===== src/rtl/core/deq_pkg.sv =====
// ----------------------------------------------------------------------------
// deq_pkg
// Shared types and constants for the double-ended queue: request kinds,
// response status codes, word type and default depth.
// ----------------------------------------------------------------------------
package deq_pkg;

    // Default number of ring slots
    localparam int unsigned DEQ_DEPTH = 64;

    // Data word and field widths
    localparam int unsigned WORD_W = 32;
    localparam int unsigned KIND_W = 3;
    localparam int unsigned OCC_W  = 7;

    typedef logic signed [WORD_W-1:0] word_t;

    // Request kinds; codes 6 and 7 are ignored
    typedef enum logic [KIND_W-1:0] {
        KIND_PUSH_FRONT = 3'd0,
        KIND_PUSH_REAR  = 3'd1,
        KIND_POP_FRONT  = 3'd2,
        KIND_POP_REAR   = 3'd3,
        KIND_PUSH_BOTH  = 3'd4,
        KIND_POP_BOTH   = 3'd5
    } kind_t;

    // Response status
    typedef enum logic [1:0] {
        ST_OK    = 2'd0,
        ST_EMPTY = 2'd1,
        ST_FULL  = 2'd2
    } status_t;

endpackage


===== src/rtl/core/deq_bank.sv =====
// ----------------------------------------------------------------------------
// deq_bank
// Ring slot store: one write port, two read ports with registered read data.
// Read data holds while read enable is low.
// ----------------------------------------------------------------------------
module deq_bank #(
    parameter int unsigned DEPTH = deq_pkg::DEQ_DEPTH,
    parameter int unsigned AW    = $clog2(DEPTH)
) (
    input  logic             clk,
    input  logic             we,
    input  logic [AW-1:0]    waddr,
    input  deq_pkg::word_t   wdata,
    input  logic             re,
    input  logic [AW-1:0]    raddr0,
    input  logic [AW-1:0]    raddr1,
    output deq_pkg::word_t   rdata0,
    output deq_pkg::word_t   rdata1
);
    import deq_pkg::*;

    word_t mem [DEPTH];
    word_t rdata0_reg;
    word_t rdata1_reg;

    // Write port
    always_ff @(posedge clk)
    begin
        if (we)
        begin
            mem[waddr] <= wdata;
        end
    end

    // Two read ports, registered
    always_ff @(posedge clk)
    begin
        if (re)
        begin
            rdata0_reg <= mem[raddr0];
            rdata1_reg <= mem[raddr1];
        end
    end

    assign rdata0 = rdata0_reg;
    assign rdata1 = rdata1_reg;

endmodule


===== config.mk =====
export PLATFORM = sky130hd
export DESIGN_NAME = deq_bank
export DESIGN_NICKNAME = d
export VERILOG_FILES = /design/src/rtl/core/deq_pkg.sv /design/src/rtl/core/deq_bank.sv
export SDC_FILE = /design/constraint.sdc
export NUM_CORES = 2
export LEC_CHECK = 0
export BUFFER_PORTS_ARGS = -buffer_cell sky130_fd_sc_hd__buf_2
export CAP_MARGIN = 20
export CORE_UTILIZATION = 45
export DETAILED_ROUTE_END_ITERATION = 8
export GPL_TIMING_DRIVEN = 0
export REMOVE_ABC_BUFFERS = 1
export SYNTH_ARGS = -nofsm -noshare
export SYNTH_HDL_FRONTEND = slang
export SYNTH_SLANG_ARGS = --single-unit

===== constraint.sdc =====
create_clock -name clk -period 9.2 [get_ports clk]
set_clock_uncertainty 0.2 [all_clocks]
set_input_delay 0.92 -clock clk [delete_from_list [all_inputs] [get_ports clk]]
set_output_delay 0.92 -clock clk [all_outputs]
set_load 0.01 [all_outputs]

==> impl_metrics.yaml <==
outcome:
  status: "complete, but fails checks"
  violations: "design-rule violations"
clocking:
  cts.repair.resized: 0
  cts.path.max_buffers: 3
  cts_hold_buf: 0
  cts_buffers: 214
  root_buffer: "clkbuf_16"
  cts_tree: "done"
  cts.clk_slew.worst_paths_ns: 0.06
  worstSkewPairLatency_ns: 0.86
  cts_setup_buffers: 0
  htree_levels: 4
  cts_sinks: 2112
finish:
  num-nets-final: 4665
  synthToLayoutAreaGrowth_pct: 15.1
  utilization_pct: 52.2
  fin_area_mm2: 0.111
  largest_reg_flops: 2048
  layout-drive-gt1-share_pct: 39.1
  fillerInstances: 16300
route:
  avgViaCountPerCell: 6.75
  wl_mm: 295
  drt-pass1-iter-count: 9
  ant_nets: 0
  vias: 51600
  wl_per_cell_um: 38.6
  drc: 10
  drt_iter0_drc: 7118
floorplan:
  start_util_pct: 45.4
  ios: 117
  die_area_mm2: 0.216
  fp.dieW_um: 465
  dieHeight_um: 465
  rows: 169
  core_area_mm2: 0.212
critical_path:
  start_kind: "input port"
  path_class: "in -> reg"
  crit_required_ns: 9.55
  end_kind: "flip-flop"
  crit_fanout: 65
  cp.arrival_ns: 5.20
timing:
  worst_slack_ns: 4.35
  maxSlewViolCount: 0
  worst_pin_slew_ns: 1.28
  rsz0062_at_grt: "no"
  layout_min_cycle_time_ns: 4.85
  max_freq_mhz: 206
  finalHoldViolCount: 0
  maxSlewHeadroom_pct: 14.4
  period_share_pct: 52.7
  setup_viol: 0
  setup_tns_ns: 0
yosys:
  syn_inst: 4412
  ys_async_sr_fraction_pct: 0
  synthMuxAreaShare_pct: 28.8
  synth-xor-area-share_pct: 0
  netlist_top_cells_count: "2,112 x edfxtp_1, 1,124 x mux4_2, 204 x mux2i_1"
  synthTopCellsByArea: "edfxtp_1 66%, mux4_2 26%, mux2i_1 2.1%"
  synthAdderAreaFrac_pct: 0
  synth_edf_count: 2112
  syn_avg_cell_area_um2: 21.8
  synth.yosys.seq_area_share_pct: 65.9
  yosys.area.top_type_share_pct: 65.9
  synth_ff_type: "edfxtp_1"
  ys_ff_latch: 2112
  synth_cell_type_count: 37
  yosysTopAreaCell: "edfxtp_1"
  yosysMostFrequentCell: "edfxtp_1"
  ys_warn_count: 0
  synth_simple_gate_area_share_pct: 1.13
  synth_compound_area_share_pct: 2.38
  syn_area_mm2: 0.0963
  synth_top_family_by_area: "multiplexers"
global_route:
  grt_pass1_vias: 52100
  grt_overflow: 0
  track_usage_pct: 27.5
  grt_max_degree: 96
  grt_pass1_wl_mm: 412
  antenna_found_initial: 20
placement:
  dp_hpwl_mm: 186
  place_congestion: 0.793
  dpl_cell_area_mm2: 0.103
  place_ws_ns: 3.52
  port_buffers: 116
min_path:
  hold_path_class: "in -> reg"
power:
  internal_power_uw: 16400
  p_sw_uw: 4790
  combPwrFrac_pct: 8.4
  ir_drop_mv: 0.177
  power.share.clock_pct: 40.9
  leakagePower_uw: 0.0345
  switching_share_pct: 22.6
  power_density_mw_per_mm2: 191
  seqPwrFrac_pct: 50.7
flow_run:
  maxCapViolations: 0
path summary, 6_finish.rpt:
path,from,end,slack (ns),cells past startpoint
worst max-delay path,raddr1[0],rdata1[15],4.35,9
worst min-delay path,wdata[13],mem[26][13],0.16,1
worst max register to register,mem[19][25],rdata1[25],6.26,4
worst min register to register,mem[55][31],rdata0[31],0.79,4
metrics by stage:
stage | cells | power, µW | hold WS (ns)
floorplan | 4065 | 11700 | 0.657
CTS | 7588 | 21200 | 0.335
global placement | 7002 | 13200 | 0.778
global route | 7633 | 21700 | 0.140
finish | 7639 | 21200 | 0.161
detailed placement | 7188 | 12700 | 0.770
layout make-up:
class	count	area, µm²	area share [%]
repair buffers	331	5280	4.76
clock inverters	134	1220	1.10
multi-input cells	1952	31700	28.6
clock buffers	266	5680	5.12
flip-flops and latches	2112	63400	57.2
diodes	22	55.1	0.0497
inverters	1	3.75	0.00339
well taps	2821	3530	3.18
metal layers:
layer / wire length (µm) / up-vias / share of wire [%] / GRT usage [%]
met5: 41 / - / 0.014 / 0
li1: - / 20100 / - / -
met2: 140000 / 2741 / 47 / 42.9
met1: 116000 / 28300 / 39 / 38.8
met3: 28700 / 477 / 9.7 / 5.54
met4: 10700 / 6 / 3.6 / 9.30
cell families (layout without fill, tap and decap cells):
family / Yosys count / after routing
AO/OA/AOI/OAI: 340 / 340
buffers and inverters: 348 / 732
flip-flops: 2112 / 2112
multiplexers: 1364 / 1364
AND/OR/NAND/NOR: 248 / 248
other: 0 / 22
cells in the final DEF (no fill, tap or decap), types with 16 or more instances in the layout:
cell type	synthesis	routed
edfxtp_1	2112	2112
mux4_2	1124	1124
clkbuf_16	0	220
mux2i_1	204	204
buf_12	0	140
buf_2	121	105
nand2_1	93	91
a22oi_1	85	85
nor2_4	0	63
buf_16	0	59
a21oi_1	58	58
o22ai_1	56	56
clkinv_1	0	52
clkbuf_1	135	46
clkinv_2	0	43
mux2_2	36	36
nor2_1	94	31
o21ai_1	31	31
o211ai_1	27	27
diode_2	0	22
bufinv_16	0	21
o21ai_0	18	18
o221ai_1	16	16
worst max-delay path, stage by stage:
cell,delay [ns]
buf_8,0.33
buf_16,0.40
buf_16,0.36
buf_16,0.44
buf_16,0.39
mux4_2,0.56
mux4_2,0.50
o22ai_1,0.77
a21oi_1,0.11
power by group through the flow:
stage / Sequential (µW) / Clock [µW] / Combinational [µW]
final: 10700 / 8660 / 1770
after global routing: 10700 / 9120 / 1850
after CTS: 10700 / 8770 / 1730
after detailed placement: 10900 / 0 / 1730
after global placement: 11000 / 0 / 2260
after floorplan: 10900 / 0 / 769
Note: power is estimated with default switching activity, not from simulation.
